**src/rtl/dttfp_pkg.sv**
```systemverilog
// Shared types, constants and codes for the decimal text to fixed-point block.
// Used by the controller, the datapath and the top level; depends on nothing.
package dttfp_pkg;

	localparam int MAX_DIGITS = 64;
	localparam int CNT_W      = $clog2(MAX_DIGITS + 1);
	localparam int ADDR_W     = $clog2(MAX_DIGITS);
	localparam int DIGIT_W    = 4;
	localparam int EXP_W      = 16;
	localparam int SCL_W      = 18;

	localparam logic [EXP_W-1:0] EXP_LIMIT = 16'd32767;

	// parse phases
	localparam logic [1:0] PH_START      = 2'd0;
	localparam logic [1:0] PH_MANT       = 2'd1;
	localparam logic [1:0] PH_EXP_START  = 2'd2;
	localparam logic [1:0] PH_EXP_DIGITS = 2'd3;

	// characters
	localparam logic [7:0] CH_ZERO  = 8'h30;
	localparam logic [7:0] CH_DOT   = 8'h2E;
	localparam logic [7:0] CH_LOW_E = 8'h65;
	localparam logic [7:0] CH_UP_E  = 8'h45;
	localparam logic [7:0] CH_MINUS = 8'h2D;
	localparam logic [7:0] CH_PLUS  = 8'h2B;

	localparam logic [63:0] ERROR_VALUE = 64'h8000_0000_0000_0000;

	typedef struct packed {
		logic [7:0] char_in;
		logic       last_char;
	} in_t;

	typedef struct packed {
		logic signed [63:0] value;
		logic               error;
	} out_t;

	// controller to datapath
	typedef struct packed {
		logic take;
		logic setup;
		logic acc;
		logic scale;
		logic finish;
	} cmd_t;

	// datapath to controller
	typedef struct packed {
		logic acc_done;
		logic scale_done;
		logic out_free;
	} stat_t;

endpackage

```
**src/rtl/decimal_text_to_fixed_point.sv**
```systemverilog
// Top level of the decimal text to fixed-point converter.
// Depends on dttfp_pkg, dttfp_ctrl, dttfp_dp and dttfp_ram.

// Token bytes are taken one per cycle while the controller is idle; the input
// is held off from the byte marked last until the result is handed off. The
// conversion runs in order: setup; accumulation of the kept mantissa digits
// (one read per digit, one step for the digit store's registered read and one
// to see the last sum land); then scale-up, one decade per step (scale-up stops
// at the first overflow, so at most 19 decades); and the hand-off, which waits
// while the previous result still waits to be taken. The result register lets
// the next token start while a result waits to be taken.
module decimal_text_to_fixed_point (
	input  logic            clk,
	input  logic            arst_n,
	input  logic            cfg_we,
	input  logic [7:0]      cfg_wdata,
	input  logic            in_valid,
	output logic            in_ready,
	input  dttfp_pkg::in_t  in_data,
	output logic            out_valid,
	input  logic            out_ready,
	output dttfp_pkg::out_t out_data
);
	import dttfp_pkg::*;

	cmd_t  cmd;
	stat_t stat;

	dttfp_ctrl u_ctrl (
		.clk       (clk),
		.arst_n    (arst_n),
		.in_valid  (in_valid),
		.last_char (in_data.last_char),
		.in_ready  (in_ready),
		.stat      (stat),
		.cmd       (cmd)
	);

	dttfp_dp u_dp (
		.clk       (clk),
		.arst_n    (arst_n),
		.cfg_we    (cfg_we),
		.cfg_wdata (cfg_wdata),
		.in_data   (in_data),
		.cmd       (cmd),
		.stat      (stat),
		.out_valid (out_valid),
		.out_ready (out_ready),
		.out_data  (out_data)
	);

endmodule

```
**src/rtl/dttfp_ram.sv**
```systemverilog
// Generic single-write, single-read RAM with registered read data.
// Self-contained; no package.
module dttfp_ram #(
	parameter int WIDTH = 4,
	parameter int DEPTH = 64
) (
	input  logic                     clk,
	input  logic                     we,
	input  logic [$clog2(DEPTH)-1:0] waddr,
	input  logic [WIDTH-1:0]         wdata,
	input  logic                     re,
	input  logic [$clog2(DEPTH)-1:0] raddr,
	output logic [WIDTH-1:0]         rdata
);

	logic [WIDTH-1:0] mem_q [DEPTH];

	// write port and registered read port
	always_ff @(posedge clk) begin
		if (we)
			mem_q[waddr] <= wdata;
		if (re)
			rdata <= mem_q[raddr];
	end

endmodule

```
**src/rtl/dttfp_ctrl.sv**
```systemverilog
// Controller state machine: sequences byte intake, setup, digit accumulation,
// scale-up and result hand-off. Depends on dttfp_pkg.
module dttfp_ctrl (
	input  logic             clk,
	input  logic             arst_n,
	input  logic             in_valid,
	input  logic             last_char,
	output logic             in_ready,
	input  dttfp_pkg::stat_t stat,
	output dttfp_pkg::cmd_t  cmd
);
	import dttfp_pkg::*;

	localparam logic [2:0] ST_IDLE  = 3'd0;
	localparam logic [2:0] ST_SETUP = 3'd1;
	localparam logic [2:0] ST_ACC   = 3'd2;
	localparam logic [2:0] ST_SCALE = 3'd3;
	localparam logic [2:0] ST_DONE  = 3'd4;

	logic [2:0] state_q, state_d;

	// decode commands and next state
	always_comb begin
		state_d    = state_q;
		in_ready   = 1'b0;
		cmd        = '0;
		unique case (state_q)
			ST_IDLE: begin
				in_ready = 1'b1;
				cmd.take = in_valid;
				if (in_valid && last_char)
					state_d = ST_SETUP;
			end
			ST_SETUP: begin
				cmd.setup = 1'b1;
				state_d   = ST_ACC;
			end
			ST_ACC: begin
				cmd.acc = 1'b1;
				if (stat.acc_done)
					state_d = ST_SCALE;
			end
			ST_SCALE: begin
				cmd.scale = 1'b1;
				if (stat.scale_done)
					state_d = ST_DONE;
			end
			ST_DONE: begin
				if (stat.out_free) begin
					cmd.finish = 1'b1;
					state_d    = ST_IDLE;
				end
			end
			default: state_d = ST_IDLE;
		endcase
	end

	// hold state
	always_ff @(posedge clk or negedge arst_n) begin
		if (!arst_n)
			state_q <= ST_IDLE;
		else
			state_q <= state_d;
	end

endmodule

```
**src/rtl/dttfp_dp.sv**
```systemverilog
// Datapath: token parse registers, digit store, accumulator, scaler and the
// output register. Depends on dttfp_pkg and dttfp_ram.
module dttfp_dp (
	input  logic             clk,
	input  logic             arst_n,
	input  logic             cfg_we,
	input  logic [7:0]       cfg_wdata,
	input  dttfp_pkg::in_t   in_data,
	input  dttfp_pkg::cmd_t  cmd,
	output dttfp_pkg::stat_t stat,
	output logic             out_valid,
	input  logic             out_ready,
	output dttfp_pkg::out_t  out_data
);
	import dttfp_pkg::*;

	logic [7:0]       scale_q;
	logic [CNT_W-1:0] count_q, dot_q, keep_q, idx_q;
	logic             dot_seen_q, mneg_q, eneg_q, fault_q, bad_end_q;
	logic [1:0]       phase_q;
	logic [EXP_W-1:0] exp_q;
	logic signed [SCL_W-1:0] s_q;
	logic [63:0]      r_q;
	logic             ovf_q, rd_vld_s1;

	// byte classification and next parse state
	logic [7:0]       d8;
	logic             is_digit, be, wr;
	logic [1:0]       phase_d;
	logic [CNT_W-1:0] count_d, dot_d;
	logic             dot_seen_d, mneg_d, eneg_d, fault_d;
	logic [EXP_W-1:0] exp_d;
	logic [18:0]      exp_x;
	logic [3:0]       ram_rdata;

	assign d8       = in_data.char_in - CH_ZERO;
	assign is_digit = d8 < 8'd10;
	assign exp_x    = {3'd0, exp_q} * 19'd10 + {15'd0, d8[3:0]};

	always_comb begin
		phase_d    = phase_q;
		count_d    = count_q;
		dot_d      = dot_q;
		dot_seen_d = dot_seen_q;
		mneg_d     = mneg_q;
		eneg_d     = eneg_q;
		exp_d      = exp_q;
		fault_d    = fault_q;
		be         = 1'b0;
		wr         = 1'b0;
		if (!fault_q) begin
			priority if (phase_q == PH_START && in_data.char_in == CH_MINUS) begin
				phase_d = PH_MANT;
				mneg_d  = 1'b1;
				be      = 1'b1;
			end else if (phase_q == PH_START || phase_q == PH_MANT) begin
				phase_d = PH_MANT;
				priority if (is_digit) begin
					if (count_q >= CNT_W'(MAX_DIGITS))
						fault_d = 1'b1;
					else begin
						wr      = 1'b1;
						count_d = count_q + 1'b1;
					end
				end else if (in_data.char_in == CH_DOT) begin
					if (dot_seen_q)
						fault_d = 1'b1;
					else begin
						dot_seen_d = 1'b1;
						dot_d      = count_q;
					end
				end else if (in_data.char_in == CH_LOW_E || in_data.char_in == CH_UP_E) begin
					phase_d = PH_EXP_START;
					be      = 1'b1;
				end else
					fault_d = 1'b1;
			end else if (phase_q == PH_EXP_START && in_data.char_in == CH_MINUS) begin
				phase_d = PH_EXP_DIGITS;
				eneg_d  = 1'b1;
				be      = 1'b1;
			end else if (phase_q == PH_EXP_START && in_data.char_in == CH_PLUS) begin
				phase_d = PH_EXP_DIGITS;
				be      = 1'b1;
			end else begin
				phase_d = PH_EXP_DIGITS;
				if (!is_digit)
					fault_d = 1'b1;
				else begin
					exp_d = exp_x[EXP_W-1:0];
					if (exp_x > {3'd0, EXP_LIMIT})
						fault_d = 1'b1;
				end
			end
		end
	end

	// scale and keep count at setup
	logic signed [SCL_W-1:0] s_calc, drop;
	logic [CNT_W-1:0]        keep_calc;
	always_comb begin
		s_calc = SCL_W'(scale_q);
		s_calc = eneg_q ? s_calc - SCL_W'(exp_q) : s_calc + SCL_W'(exp_q);
		if (dot_seen_q)
			s_calc = s_calc - SCL_W'(count_q - dot_q);
		drop      = -s_calc;
		keep_calc = count_q;
		if (s_calc < 0)
			keep_calc = (drop >= SCL_W'(count_q)) ? '0 : count_q - drop[CNT_W-1:0];
	end

	// accumulate step r*10 + d and scale step r*10
	logic [67:0] acc_sum, scl_sum;
	logic        rd_en;
	assign acc_sum = {1'b0, r_q, 3'b0} + {3'b0, r_q, 1'b0} + {64'd0, ram_rdata};
	assign scl_sum = {1'b0, r_q, 3'b0} + {3'b0, r_q, 1'b0};
	assign rd_en   = cmd.acc && (idx_q != keep_q);

	dttfp_ram #(.WIDTH(DIGIT_W), .DEPTH(MAX_DIGITS)) u_store (
		.clk   (clk),
		.we    (cmd.take && wr),
		.waddr (count_q[ADDR_W-1:0]),
		.wdata (d8[3:0]),
		.re    (rd_en),
		.raddr (idx_q[ADDR_W-1:0]),
		.rdata (ram_rdata)
	);

	assign stat.acc_done   = (idx_q == keep_q) && !rd_vld_s1;
	assign stat.scale_done = (s_q <= 0) || (r_q == 64'd0) || ovf_q;
	assign stat.out_free   = !out_valid || out_ready;

	// configuration register
	always_ff @(posedge clk or negedge arst_n) begin
		if (!arst_n)
			scale_q <= '0;
		else if (cfg_we)
			scale_q <= cfg_wdata;
	end

	// parse state: advance on a transaction, clear when the result is handed off
	always_ff @(posedge clk or negedge arst_n) begin
		if (!arst_n) begin
			phase_q    <= PH_START;
			count_q    <= '0;
			dot_q      <= '0;
			dot_seen_q <= 1'b0;
			mneg_q     <= 1'b0;
			eneg_q     <= 1'b0;
			exp_q      <= '0;
			fault_q    <= 1'b0;
			bad_end_q  <= 1'b0;
		end else if (cmd.finish) begin
			phase_q    <= PH_START;
			count_q    <= '0;
			dot_q      <= '0;
			dot_seen_q <= 1'b0;
			mneg_q     <= 1'b0;
			eneg_q     <= 1'b0;
			exp_q      <= '0;
			fault_q    <= 1'b0;
			bad_end_q  <= 1'b0;
		end else if (cmd.take) begin
			phase_q    <= phase_d;
			count_q    <= count_d;
			dot_q      <= dot_d;
			dot_seen_q <= dot_seen_d;
			mneg_q     <= mneg_d;
			eneg_q     <= eneg_d;
			exp_q      <= exp_d;
			fault_q    <= fault_d;
			bad_end_q  <= be;
		end
	end

	// setup, accumulate and scale
	always_ff @(posedge clk or negedge arst_n) begin
		if (!arst_n) begin
			rd_vld_s1 <= 1'b0;
			idx_q     <= '0;
			keep_q    <= '0;
			ovf_q     <= 1'b0;
		end else begin
			rd_vld_s1 <= rd_en;
			if (cmd.setup) begin
				idx_q  <= '0;
				keep_q <= keep_calc;
				ovf_q  <= 1'b0;
			end else begin
				if (rd_en)
					idx_q <= idx_q + 1'b1;
				if (cmd.acc && rd_vld_s1 && acc_sum[67:63] != 5'd0)
					ovf_q <= 1'b1;
				if (cmd.scale && !stat.scale_done && scl_sum[67:63] != 5'd0)
					ovf_q <= 1'b1;
			end
		end
	end

	always_ff @(posedge clk) begin
		if (cmd.setup) begin
			s_q <= s_calc;
			r_q <= '0;
		end else if (cmd.acc && rd_vld_s1) begin
			r_q <= acc_sum[63:0];
		end else if (cmd.scale && !stat.scale_done) begin
			r_q <= scl_sum[63:0];
			s_q <= s_q - 1'b1;
		end
	end

	// output register: load on finish, drop on a transaction
	logic err;
	assign err = fault_q || bad_end_q || ovf_q;
	always_ff @(posedge clk or negedge arst_n) begin
		if (!arst_n)
			out_valid <= 1'b0;
		else if (cmd.finish)
			out_valid <= 1'b1;
		else if (out_ready)
			out_valid <= 1'b0;
	end

	always_ff @(posedge clk) begin
		if (cmd.finish) begin
			out_data.error <= err;
			out_data.value <= err ? ERROR_VALUE : (mneg_q ? 64'd0 - r_q : r_q);
		end
	end

endmodule
```
**config.mk**
```make
export PLATFORM = sky130hd
export DESIGN_NAME = decimal_text_to_fixed_point
export DESIGN_NICKNAME = d
export VERILOG_FILES = /design/src/rtl/dttfp_pkg.sv /design/src/rtl/decimal_text_to_fixed_point.sv /design/src/rtl/dttfp_ram.sv /design/src/rtl/dttfp_ctrl.sv /design/src/rtl/dttfp_dp.sv
export SDC_FILE = /design/constraint.sdc
export NUM_CORES = 1
export LEC_CHECK = 0
export ABC_AREA = 1
export CAP_MARGIN = 0
export CORE_ASPECT_RATIO = 0.5
export CORE_UTILIZATION = 35
export DETAILED_ROUTE_END_ITERATION = 8
export DONT_BUFFER_PORTS = 1
export PLACE_DENSITY = 0.52
export REMOVE_ABC_BUFFERS = 1
export SETUP_SLACK_MARGIN = 0.1
export SLEW_MARGIN = 20
export SYNTH_ARGS = -nofsm -noshare
export SYNTH_HDL_FRONTEND = slang
export SYNTH_SLANG_ARGS = --single-unit
```
**constraint.sdc**
```tcl
create_clock -name clk -period 8.9 [get_ports clk]
set_input_delay 0 -clock clk [delete_from_list [all_inputs] [get_ports clk]]
set_output_delay 0 -clock clk [all_outputs]
set_load 0.01 [all_outputs]
```
# ---- After elaboration in Yosys (flattened, before gate mapping)
# Memory sizes are Yosys's and may differ from the RTL's. A register that Yosys moved wholly into a read port is not among the register bits.
# Index checks and enable logic that the tools add are counted.
dict set report classes {
  addsub 14
  mul 1
  magnitude_cmp 6
  eq_ne 26
  muxes 108
  n_reduce_logical 46
}
# cell n
set ops {}
lappend ops {{$mux 64} 3}
lappend ops {{$mux 7} 19}
lappend ops {{$mux 16} 8}
lappend ops {{$mux 18} 5}
lappend ops {{$add 67x65->68} 1}
lappend ops {{$add 68x4->68} 1}
lappend ops {{$logic_not 64->1} 1}
lappend ops {{$sub 1x64->64 const A} 1}
lappend ops {{$mux 1} 60}
lappend ops {{$eq 8x6->1 const B} 3}
lappend ops {{$ne 2x2->1 const B} 11}
lappend ops {{$reduce_bool 2->1} 10}
lappend ops {{$add 19x4->19} 1}
lappend ops {{$gt 19x15->1 const B} 1}
lappend ops {{$ge 18x7->1} 1}
lappend ops {{$le 18x1->1 const B} 1}
lappend ops {{$lt 18x1->1 const B} 1}
lappend ops {{$mul 16x3->18 const B} 1}
lappend ops {{$neg 18->18} 1}
lappend ops {{$sub 18x1->18 const B} 1}
lappend ops {{$sub 18x18->18} 1}
lappend ops {{$add 8x16->17} 1}
lappend ops {{$sub 8x16->17} 1}
lappend ops {{$eq 8x7->1 const B} 2}
lappend ops {{30 further kinds} 65}
dict set report word_totals {
  regBits 212
  ram_bits 256
  inputBits 22
  output_inout_bits 67
  word_cells 222
  mem_count 1
}
# name depth word_bits read_ports rd_ports_with_merged_regs write_ports line_no
set mem_list {}
lappend mem_list {u_dp.u_store.mem_q 64 4 1 1 1 dttfp_ram.sv:16} ;# logic [WIDTH-1:0] mem_q [DEPTH];

# ---- Longest topological paths before layout
dict set report depth {
  ltp_word 12
  depth_mapped 34
  ltp_nobuf 34
}

# ---- Hierarchy
# A second synthesis with hierarchy kept.
dict set report unflattened {
  hier_cells 4851
  area_unflattened_um2 34393.0
}
# module instances cells_per_inst area_per_inst_um2 seq_area_each_um2
set modules_own_cells {}
lappend modules_own_cells {dttfp_dp 1 3853 23224.8 5325.1}
lappend modules_own_cells {dttfp_ram 1 962 10944.2 7807.5}
lappend modules_own_cells {dttfp_ctrl 1 36 224.0 75.1}

# ---- Worst setup path after synthesis
# Ideal clock, no wire load.
dict set report synth_path {
  path_type {reg2reg}
  start {register u_dp.exp_q[0]}
  end {register u_dp.keep_q[0]}
  setup_time_ps 67
  t_arrival_ps 4397
  required_time_ps 8833
  slack_ps 4436
  path_stages_with_launch 31
  n_path_buf 0
  synth_period_minus_slack_ps 4464
  path_cell_list {dfrtp_1 ha_1 fa_1 nand3b_1 nand2_1 nand2_1 o21ai_1 xor2_1 inv_1 ha_1 a21o_1 a21oi_1 xor2_1 nand2_1 nand2_1 or2_2 and2_1 ha_1 nand2_1 nor3_1 o21ai_0 o211ai_1 nand2_1 nand3b_1 a21oi_1 nand3_1 nor2_1 nand3_1 nor2_2 nand4_1 nand2_1}
}
dict set report synth_via {
  elab_chain_len 8
  word_cells_on_any_way 11
  classes_between {add/sub (5); order compare (2); mux (4)}
}
# element line_no
set synth_lines {}
lappend synth_lines {{from (decl)} dttfp_dp.sv:21} ;# logic [EXP_W-1:0] exp_q;
lappend synth_lines {{from (signal assigned)} dttfp_dp.sv:169} ;# exp_q <= exp_d;
lappend synth_lines {{$add 8x16->17 / $sub 8x16->17 (equally long branches)} dttfp_dp.sv:102} ;# s_calc = eneg_q ? s_calc - SCL_W'(exp_q) : s_calc + SCL_W'(exp_q);
lappend synth_lines {{$mux 18 (*)} dttfp_dp.sv:102}
lappend synth_lines {{$sub 18x18->18} dttfp_dp.sv:104} ;# s_calc = s_calc - SCL_W'(count_q - dot_q);
lappend synth_lines {{$mux 18 (*)} dttfp_dp.sv:103} ;# if (dot_seen_q)
lappend synth_lines {{$neg 18->18} dttfp_dp.sv:105} ;# drop = -s_calc;
lappend synth_lines {{$ge 18x7->1 / $sub 7x7->7 (equally long branches)} dttfp_dp.sv:108} ;# keep_calc = (drop >= SCL_W'(count_q)) ? '0 : count_q - drop[CNT_W-1:0];
lappend synth_lines {{$mux 7} dttfp_dp.sv:108}
lappend synth_lines {{$mux 7 (*)} dttfp_dp.sv:107} ;# if (s_calc < 0)
lappend synth_lines {{to (signal assigned)} dttfp_dp.sv:186} ;# keep_q <= keep_calc;
lappend synth_lines {{to (decl)} dttfp_dp.sv:18} ;# logic [CNT_W-1:0] count_q, dot_q, keep_q, idx_q;
# Mark *: on every way between the ends. The rest lies on a longest branch, timed or not.
# A chain may end at the register's enable or synchronous reset.

# ---- Worst setup path after layout
dict set report layout_path {
  start {register u_dp.exp_q[1]}
  end {register u_dp.keep_q[5]}
}
# Same word-level chain as after synthesis.

==> report_table.html <==
<table>
<tr><th>Metric</th><th>Value</th></tr>
<tr><th colspan="2">CTS</th></tr>
<tr><td>TritonCTS sink count</td><td>between 400 and 500</td></tr>
<tr><td>H-Tree Depth</td><td>2</td></tr>
<tr><td>CTS clock-pin slew for the worst setup and hold paths</td><td>around 70 ps</td></tr>
<tr><td>Buffer type at the clock tree root</td><td>sky130_fd_sc_hd__clkbuf_16</td></tr>
<tr><td>Number of buffers inserted during clock tree synthesis</td><td>50</td></tr>
<tr><td>Skew-Pair Late Insertion Delay</td><td>610 ps</td></tr>
<tr><td>CTS Buffer Depth</td><td>3</td></tr>
<tr><td>TritonCTS clock tree</td><td>yes</td></tr>
<tr><td>Number of gates resized after CTS</td><td>0</td></tr>
<tr><th colspan="2">Global route</th></tr>
<tr><td>Largest net degree at the start of global routing</td><td>120</td></tr>
<tr><td>Number of antenna violations at the first check in global routing</td><td>4</td></tr>
<tr><td>Global routing usage summed across all routing layers</td><td>22.3%</td></tr>
<tr><td>Total global routing overflow</td><td>0</td></tr>
<tr><td>Via count of the first global-routing pass</td><td>~29000</td></tr>
<tr><td>First-pass GRT wire length</td><td>165000 um</td></tr>
<tr><th colspan="2">Power</th></tr>
<tr><td>Sequential power share</td><td>approximately 26%</td></tr>
<tr><td>Sw Ratio</td><td>roughly half</td></tr>
<tr><td>Leakage power summed over all cells</td><td>~0.016 uW</td></tr>
<tr><td>Worst vdd ir</td><td>between 150 and 200 uV</td></tr>
<tr><td>Combinational Power Share</td><td>about 58%</td></tr>
<tr><td>Total power density per cell area</td><td>365 mW/mm^2</td></tr>
<tr><td>Net load switching power</td><td>between 6000 and 7000 uW</td></tr>
<tr><td>Clk network pwr share</td><td>16.6%</td></tr>
<tr><td>Cell-internal power</td><td>6450 uW</td></tr>
<tr><th colspan="2">Place</th></tr>
<tr><td>Cell count after placement</td><td>around 5700</td></tr>
<tr><td>Placed Instance Area</td><td>between 0.03 and 0.04 sq mm</td></tr>
<tr><td>Sum of net half-perimeters after detailed placement</td><td>80600 um</td></tr>
<tr><td>Number of buffers inserted by port buffering</td><td>0</td></tr>
<tr><td>Post-placement setup slack</td><td>3810 ps</td></tr>
<tr><td>Routability congestion estimate</td><td>~0.93</td></tr>
<tr><th colspan="2">Setup path</th></tr>
<tr><td>Top delay family on crit path</td><td>simple AND/OR/NAND/NOR gates</td></tr>
<tr><td>Maximum fanout count along the critical path</td><td>7</td></tr>
<tr><td>Slowest stage delay, CP</td><td>~530 ps</td></tr>
<tr><td>Startpoint type of the worst setup path</td><td>flop</td></tr>
<tr><td>Crit Path Category</td><td>reg -&gt; reg</td></tr>
<tr><td>Worst path slowest cell</td><td>sky130_fd_sc_hd__dfrtp_1</td></tr>
<tr><td>Endpoint required time on the critical path</td><td>approximately 9400 ps</td></tr>
<tr><td>Number of buffers and inverters on the critical path</td><td>3</td></tr>
<tr><td>Crit-path most repeated cell</td><td>sky130_fd_sc_hd__nand2_1</td></tr>
<tr><td>Worst setup EP type</td><td>flop</td></tr>
<tr><td>Data arrival time of the critical path</td><td>between 5000 and 6000 ps</td></tr>
<tr><th colspan="2">Floorplan</th></tr>
<tr><td>Number of standard-cell rows in the floorplan</td><td>79</td></tr>
<tr><td>Floorplan Core Area</td><td>just over 0.09 sq mm</td></tr>
<tr><td>Area of the die</td><td>between 0.09 and 0.1 sq mm</td></tr>
<tr><td>Horiz. Die Dim</td><td>435 um</td></tr>
<tr><td>Number of ports placed on the die boundary</td><td>89</td></tr>
<tr><td>Initial Utilization</td><td>35.3%</td></tr>
<tr><td>Vertical die dimension</td><td>219 um</td></tr>
<tr><th colspan="2">Timing</th></tr>
<tr><td>Max-slew headroom</td><td>a little over a quarter</td></tr>
<tr><td>Least-Margin Pin Slew</td><td>approximately 1100 ps</td></tr>
<tr><td>Part of the cycle the worst path needs</td><td>57.9%</td></tr>
<tr><td>Final Worst Setup Slack</td><td>3750 ps</td></tr>
<tr><td>Period minus WS final</td><td>5150 ps</td></tr>
<tr><td>Slew Viols, Final</td><td>0</td></tr>
<tr><td>Final Hold Viols</td><td>0</td></tr>
<tr><td>Peak Freq</td><td>roughly 190 MHz</td></tr>
<tr><td>Clock skew after layout</td><td>around 27 ps</td></tr>
<tr><td>Number of setup violations in the final report</td><td>0</td></tr>
<tr><td>RSZ-0062 raised after global routing</td><td>no</td></tr>
<tr><td>Setup TNS Final</td><td>0 ps</td></tr>
<tr><th colspan="2">Logic synthesis</th></tr>
<tr><td>Post-synthesis instance total</td><td>roughly 4500</td></tr>
<tr><td>Number of synthesized flops with an enable pin</td><td>approximately 340</td></tr>
<tr><td>Portion of the post-synthesis area used by sequential elements</td><td>40.2%</td></tr>
<tr><td>Most used DFF post-synth</td><td>sky130_fd_sc_hd__edfxtp_1</td></tr>
<tr><td>Number of warnings printed during yosys synthesis</td><td>0</td></tr>
<tr><td>Count of cell types in the netlist</td><td>64</td></tr>
<tr><td>Syn Std Cell Area</td><td>0.0328 sq mm</td></tr>
<tr><td>Mean area per synthesized cell</td><td>between 7 and 8 sq um</td></tr>
<tr><td>Synthesized flop and latch total</td><td>around 470</td></tr>
<tr><td>Post-synth ARST share</td><td>~14%</td></tr>
<tr><th colspan="2">Drt</th></tr>
<tr><td>Overall via count from detail_route</td><td>roughly 30000</td></tr>
<tr><td>First-pass iteration count of the detailed router</td><td>5</td></tr>
<tr><td>Detail Route Antenna Nets</td><td>0</td></tr>
<tr><td>Detailed Route WL</td><td>roughly 110000 um</td></tr>
<tr><td>Initial detailed-routing violation count</td><td>approximately 2600</td></tr>
<tr><td>WL per Instance</td><td>18.8 um</td></tr>
<tr><td># DRC</td><td>0</td></tr>
<tr><td>Average vias per placed instance</td><td>between 5 and 6</td></tr>
<tr><th colspan="2">Cells and area</th></tr>
<tr><td>Layout cells sized above 1</td><td>3.69%</td></tr>
<tr><td>Layout overhead on the synthesized area</td><td>10.2%</td></tr>
<tr><td>Number of standard cells in the final layout excluding fillers</td><td>roughly 5800</td></tr>
<tr><td>Final-stage net count</td><td>approximately 4700</td></tr>
<tr><td>Utilization after layout</td><td>a little under 40%</td></tr>
<tr><td>Post-Layout Inst Area</td><td>~0.036 sq mm</td></tr>
<tr><td>Commonest non-fill, non-tap cell in the layout</td><td>sky130_fd_sc_hd__nand2_1</td></tr>
<tr><td>Commonest cells after routing, fill and taps aside</td><td>sky130_fd_sc_hd__nand2_1 (1090), sky130_fd_sc_hd__inv_1 (639), sky130_fd_sc_hd__nor2_1 (594)</td></tr>
<tr><th colspan="2">Min path</th></tr>
<tr><td>Type of the most critical hold path</td><td>in -&gt; reg</td></tr>
<tr><th colspan="2">Job</th></tr>
<tr><td>Max-Cap Viols</td><td>0</td></tr>
<tr><th colspan="2">Status</th></tr>
<tr><td>Run status</td><td>completed</td></tr>
</table>
==> registers in the layout (all words and copies together), names as in the netlist, 2 cells and up <==
signal	cells
u_dp.r_q	64
u_dp.keep_q	7
u_dp.out_data	65
u_dp.idx_q	7
u_dp.scale_q	8
u_dp.dot_q	7
u_dp.u_store.mem_q	256
u_dp.s_q	18
u_ctrl.state_q	3
u_dp.count_q	7
u_dp.u_store.rdata	4
u_dp.phase_q	2
u_dp.exp_q	16
==> power groups by stage <==
stage	clock, uW	combinational (uW)	sequential [uW]
after floorplan	0	5500	3160
after global placement	0	7450	3400
after detailed placement	0	7470	3410
after CTS	2240	7560	3360
after global routing	2320	8650	3420
final	2190	7620	3390
==> synth_stat cells, drive strengths merged (55+ instances only) <==
library cell / n / area share [%]
clkbuf: 91 / 1.0
dfxtp: 64 / 3.9
nand4: 78 / 1.5
edfxtp: 343 / 31
o21ai: 339 / 5.2
nand3: 250 / 3.9
dfrtp: 65 / 5.0
nor2: 612 / 7.3
ha: 155 / 5.9
xor2: 88 / 2.3
a21oi: 260 / 4.0
nor3: 93 / 1.5
o22ai: 55 / 1.0
nand2: 1103 / 13
inv: 646 / 7.4
==> metrics by stage <==
stage / total power (uW) / hold slack, ps
global placement: 10800 / -293
CTS: 13200 / 59.8
detailed placement: 10900 / -293
floorplan: 8670 / -296
finish: 13200 / 95.1
global route: 14400 / 95.4
==> cell type report <==
cell class              count  area [sq um]
multi-input cells        3264         16800
flip-flops and latches    472         13200
diodes                      1          2.50
repair buffers             46           508
inverters                 651          2450
clock buffers              60          1340
fillers                  9812         56700
well taps                1255          1570
clock inverters            34           363
==> what timing repair did <==
action,CTS,global route
endpoints found under the hold margin,353,0
hold buffers,30,0
buffers inserted,0,0
==> layer usage <==
layer / GRT usage [%] / part of all wire [%] / up-vias
li1: - / - / 14900
met1: 31.7 / 49 / 14000
met4: 6.12 / 2.7 / 2
met3: 2.05 / 4.7 / 151
met5: 0 / 0.012 / -
met2: 36.1 / 44 / 752
==> path summary, 6_finish.rpt <==
check | startpoint | end | slack (ps) | cells after the start
max | u_dp.exp_q[1] | u_dp.keep_q[5] | 3750 | 32
min | cfg_wdata[6] | u_dp.scale_q[6] | 100 | 2
min reg2reg | u_dp.dot_q[6] | u_dp.dot_q[6] | 490 | 2
min in group asynchronous | arst_n | u_dp.keep_q[4] | 550 | 3
max in group asynchronous | arst_n | u_dp.idx_q[0] | 6710 | 4
max reg2reg | u_dp.exp_q[1] | u_dp.keep_q[5] | 3750 | 32
==> cells by family after synthesis <==
logic type	after synthesis	share of synthesized area, %
buffers and inverters	761	8.81
and+or+nand+nor	2212	28.4
xor gates and xnor gates	117	3.12
adders and majority gates	164	6.45
DFF	472	40.2
AOI/OAI and AO/OA	762	12.7
muxes	9	0.297
Note: power is estimated with default switching activity, not from simulation.
